**config.mk**
```make
export PLATFORM = sky130hd
export DESIGN_NAME = vdt_alu
export DESIGN_NICKNAME = d
export VERILOG_FILES = /design/src/rtl/vdt_pkg.sv /design/src/rtl/vdt_alu.sv
export SDC_FILE = /design/constraint.sdc
export NUM_CORES = 1
export LEC_CHECK = 0
export BUFFER_PORTS_ARGS = -buffer_cell sky130_fd_sc_hd__buf_4
export CAP_MARGIN = 20
export CORE_UTILIZATION = 45
export DETAILED_ROUTE_END_ITERATION = 8
export GPL_TIMING_DRIVEN = 0
export PLACE_DENSITY = 0.93
export SLEW_MARGIN = 25
export SYNTH_ARGS = -nofsm -noshare
export SYNTH_HDL_FRONTEND = slang
export SYNTH_SLANG_ARGS = --single-unit
```
**constraint.sdc**
```tcl
create_clock -name vclk -period 5.3
set_input_delay 0.795 -clock vclk [all_inputs]
set_output_delay 0.795 -clock vclk [all_outputs]
set_load 0.05 [all_outputs]
```
**src/rtl/vdt_pkg.sv**
```systemverilog
package vdt_pkg;

  localparam int unsigned CAPACITY_DEF = 1024;
  localparam int unsigned SEL_W        = 10;
  localparam int unsigned COUNT_OUT_W  = 11;
  localparam int signed   RATE_LIMIT   = 127;

  typedef enum logic [2:0] {
    OP_FIND       = 3'd0,
    OP_TICK       = 3'd1,
    OP_KICK       = 3'd2,
    OP_SET_TAG    = 3'd3,
    OP_READ       = 3'd4,
    OP_CLEAR_TAGS = 3'd5,
    OP_EMPTY      = 3'd6
  } op_e;

  typedef enum logic [2:0] {
    F_FIND,
    F_INSERT,
    F_TICK,
    F_CLEAR_TAG,
    F_KICK,
    F_SET_TAG,
    F_READ
  } alu_func_e;

  typedef enum logic [2:0] {
    S_CLR,
    S_IDLE,
    S_RD,
    S_EX,
    S_DONE
  } state_e;

  typedef struct packed {
    logic [7:0]  x;
    logic [7:0]  y;
    logic [7:0]  z;
    logic [10:0] spin;
    logic [7:0]  rate;
    logic [15:0] tag;
  } entry_t;

  typedef struct packed {
    logic [SEL_W-1:0]       point_index;
    logic                   found;
    logic                   table_full;
    logic                   bad_index;
    logic [7:0]             rd_x;
    logic [7:0]             rd_y;
    logic [7:0]             rd_z;
    logic [10:0]            rd_spin;
    logic [7:0]             rd_rate;
    logic [15:0]            rd_tag;
    logic [COUNT_OUT_W-1:0] point_count;
  } res_t;

  function automatic res_t show_point(entry_t e, logic [SEL_W-1:0] idx,
                                      logic [COUNT_OUT_W-1:0] cnt);
    res_t r;
    r             = '0;
    r.point_index = idx;
    r.rd_x        = e.x;
    r.rd_y        = e.y;
    r.rd_z        = e.z;
    r.rd_spin     = e.spin;
    r.rd_rate     = e.rate;
    r.rd_tag      = e.tag;
    r.point_count = cnt;
    return r;
  endfunction

endpackage

```
**src/rtl/vdt_alu.sv**
```systemverilog
module vdt_alu (
  input  vdt_pkg::alu_func_e func_i,
  input  vdt_pkg::entry_t    entry_i,
  input  logic [7:0]         key_x_i,
  input  logic [7:0]         key_y_i,
  input  logic [7:0]         key_z_i,
  input  logic [15:0]        push_i,
  input  logic [15:0]        tag_i,
  output vdt_pkg::entry_t    entry_o,
  output logic               hit_o
);

  logic signed [7:0]  rate;
  logic signed [16:0] kick_sum;

  assign rate     = $signed(entry_i.rate);
  assign kick_sum = 17'(rate) + 17'($signed(push_i));
  assign hit_o    = ({entry_i.x, entry_i.y, entry_i.z} == {key_x_i, key_y_i, key_z_i});

  always_comb begin
    entry_o = entry_i;
    case (func_i)
      vdt_pkg::F_INSERT: begin
        entry_o.x    = key_x_i;
        entry_o.y    = key_y_i;
        entry_o.z    = key_z_i;
        entry_o.spin = '0;
        entry_o.rate = '0;
      end
      vdt_pkg::F_TICK: begin
        // Spin wraps modulo 2048; rate decays one step toward zero.
        entry_o.spin = entry_i.spin + 11'(rate);
        if (rate > 8'sd0) begin
          entry_o.rate = entry_i.rate - 8'd1;
        end else if (rate < 8'sd0) begin
          entry_o.rate = entry_i.rate + 8'd1;
        end
      end
      vdt_pkg::F_CLEAR_TAG: entry_o.tag = '0;
      vdt_pkg::F_KICK: begin
        if (kick_sum > 17'(vdt_pkg::RATE_LIMIT)) begin
          entry_o.rate = 8'(vdt_pkg::RATE_LIMIT);
        end else if (kick_sum < -17'(vdt_pkg::RATE_LIMIT)) begin
          entry_o.rate = 8'(-vdt_pkg::RATE_LIMIT);
        end else begin
          entry_o.rate = kick_sum[7:0];
        end
      end
      vdt_pkg::F_SET_TAG: entry_o.tag = tag_i;
      default: ;
    endcase
  end

endmodule

```
==> run_results.csv <==
group,metric,value,unit
run_status,outcome,"complete, but fails checks",
run_status,failed_checks,"DRC",
drt,drt.antenna.violating_nets,0,
layout,seq_cell_area,0,um^2
sta,grt_setup_unrepaired,"no",
place,place_inst,750,
layout,n_antenna_cell,0,
drt,detail_route.wirelength.met1,4810,um
sta,fin_crit_sh,0.901,
place,dpl_worst_slack,637,ps
layout,layout-area-overhead-vs-synth,46.3,%
layout,final_core_util,0.697,
critical_path,worstSetupEndpointType,"output pin",
floorplan,die_outline_width,84.7,um
grt,grt_overflow_total,0,
critical_path,path_max_fanout,9,
place,portBuffers,177,
grt,pin_count_of_the_biggest_net_entering_global_routing,14,
synth,avgSynthCellArea,6.20,um^2
power,leakagePower,2.22,nW
floorplan,fp.dieH,84.7,um
floorplan,initial_utilization,0.476,
clocking,hold_fix_buffer_count_after_cts,0,
critical_path,setup.worst_path.start_class,"input pin",
synth,netlist_top_cells_count,"121 x sky130_fd_sc_hd__nand2_1, 39 x sky130_fd_sc_hd__a21oi_1, 36 x sky130_fd_sc_hd__o21ai_0, 29 x sky130_fd_sc_hd__ha_1, 27 x sky130_fd_sc_hd__nor2_1",
grt,grt_first_pass_wirelength,18100,um
drt,dr_total_vias,4341,
sta,actual_transition_at_the_worst_max_transition_pin,629,ps
floorplan,die_area,7170,um^2
worst_hold_path,worstHoldPathType,"input pin to output pin",
grt,first_global_vias,4076,
layout,finalNetCount,824,
drt,dr.first_iter.drc_count,266,
critical_path,crit_path_required_time,4510,ps
place,place_area,4500,um^2
clocking,ctsResizeCount,0,
drt,viasPerCell,5.79,
sta,timing.final.setup_violations,0,
critical_path,worst-endpoint-arrival,3980,ps
job,cap_viol_max_count,0,
sta,postLayoutSetupSlackWorst,523,ps
layout,layout.cells.non_filler,750,
drt,met2WireLength,5460,um
critical_path,timing_worst_setup_path_type,"input pin to output pin",
synth,synth_top_area_share,0.148,
sta,min_period,4780,ps
sta,final_hold_viol_count,0,
layout,final_layout_clock_buffer_total,0,
drt,drc_errors,11,
power,power.ir.vdd_worst,0.0000910,V
power,power_density,137,nW/um^2
grt,gr-usage-all-layers,0.299,
synth,most_common_cell_in_the_netlist,"sky130_fd_sc_hd__nand2_1",
drt,avgRoutedWirePerCell,15.2,um
layout,drive_gt1_frac,0.299,
drt,highest-signal-layer,"met4",
floorplan,fp-row-count,29,
synth,synth_cell_type_count,66,
drt,routed-wl-met3,949,um
sta,hold_slack,1920,ps
synth,yosysWarnings,0,
power,total_power,0.615,mW
sta,setup_tns,0,ps
synth,synth_fp_nets,645,
worst_hold_path,worst_hold_path.num_cells,3,
sta,timing.slew.headroom,0.579,
grt,grt_antenna_before_repair,0,
synth,synth.top_cells.by_area,"sky130_fd_sc_hd__nand2_1 15%, sky130_fd_sc_hd__ha_1 12%, sky130_fd_sc_hd__a21oi_1 6.3%, sky130_fd_sc_hd__xnor2_1 6.3%, sky130_fd_sc_hd__xor2_1 6.3%",
place,gp_congestion,0.931,
place,dpl.hpwl,9500,um
drt,drt_pre_antenna_iters,8,
sta,timing_max_transition_violations_final,0,
drt,routed_wire_length,11400,um
synth,post_synth_inst_count,496,
floorplan,io-pin-count,178,
layout,final_cell_area,4500,um^2
clocking,post_cts.repair.setup_buffers,0,
synth,synthDominantAreaCellType,"sky130_fd_sc_hd__nand2_1",
layout,seq_cell_count,0,
sta,fmaxAchievable,209,MHz
synth,yosysSeqAreaShare,0,
floorplan,placeableCoreArea,6460,um^2
synth,synth_area,3080,um^2
final timing paths:
kind | slack (ps) | start | end
hold / removal | 1920 | entry_i[34] | entry_o[34]
setup / recovery | 520 | entry_i[16] | entry_o[19]
cells by family after synthesis:
group                      count (synthesis)  share of synthesized area
and+or+nand+nor                          238                      0.371
adders and majority gates                 31                      0.131
AOI/OAI and AO/OA                        143                      0.310
muxes                                      3                    0.00976
xor gates and xnor gates                  44                      0.125
buffers and inverters                     37                     0.0529
cells in the final DEF (no fill, tap or decap), types with 4 or more instances in the layout:
master	instances
sky130_fd_sc_hd__nor2_1	27
sky130_fd_sc_hd__buf_2	4
sky130_fd_sc_hd__o31ai_1	5
sky130_fd_sc_hd__o21ai_0	36
sky130_fd_sc_hd__and2_1	6
sky130_fd_sc_hd__nand3_1	12
sky130_fd_sc_hd__o211ai_1	4
sky130_fd_sc_hd__a211oi_1	8
sky130_fd_sc_hd__a21o_1	6
sky130_fd_sc_hd__nor4_1	5
sky130_fd_sc_hd__nor2b_1	19
sky130_fd_sc_hd__o21bai_1	5
sky130_fd_sc_hd__o211a_1	5
sky130_fd_sc_hd__a211oi_2	4
sky130_fd_sc_hd__nor3_1	6
sky130_fd_sc_hd__xnor2_1	22
sky130_fd_sc_hd__ha_1	29
sky130_fd_sc_hd__nand4_1	12
sky130_fd_sc_hd__buf_4	178
sky130_fd_sc_hd__nand2b_1	7
sky130_fd_sc_hd__nand2_1	121
sky130_fd_sc_hd__a21oi_1	39
sky130_fd_sc_hd__xor2_1	22
sky130_fd_sc_hd__clkbuf_1	18
sky130_fd_sc_hd__or3_1	4
sky130_fd_sc_hd__inv_1	12
critical path: stages:
cell and delay [ps]:
sky130_fd_sc_hd__buf_4 150, sky130_fd_sc_hd__ha_1 190, sky130_fd_sc_hd__inv_1 60, sky130_fd_sc_hd__fa_1 400, sky130_fd_sc_hd__nand2b_1 200, sky130_fd_sc_hd__a21boi_1 260, sky130_fd_sc_hd__o21ai_0 270, sky130_fd_sc_hd__xnor2_1 380
sky130_fd_sc_hd__o2111a_1 270, sky130_fd_sc_hd__a31oi_1 160, sky130_fd_sc_hd__o32a_1 360, sky130_fd_sc_hd__a21oi_1 230, sky130_fd_sc_hd__buf_4 240
per-layer routing:
metal	track usage	up-vias
met3	0.0305	23
met5	0	-
met4	0.0586	0
met2	0.525	208
li1	-	2137
met1	0.397	1973
power breakdown:
| group | internal [mW] | total, mW | switching, mW |
|---|---|---|---|
| Sequential | 0 | 0 | 0 |
| Combinational | 0.238 | 0.615 | 0.377 |
| Clock | 0 | 0 | 0 |
cell type report:
cell class	instances	area [um^2]
Timing Repair Buffer	177	1330
Inverter	12	45.0
Multi-Input combinational cell	459	2910
Fill cell	554	1960
Tap cell	77	96.3
Buffer	25	118
(Power assumes the default switching activity.)
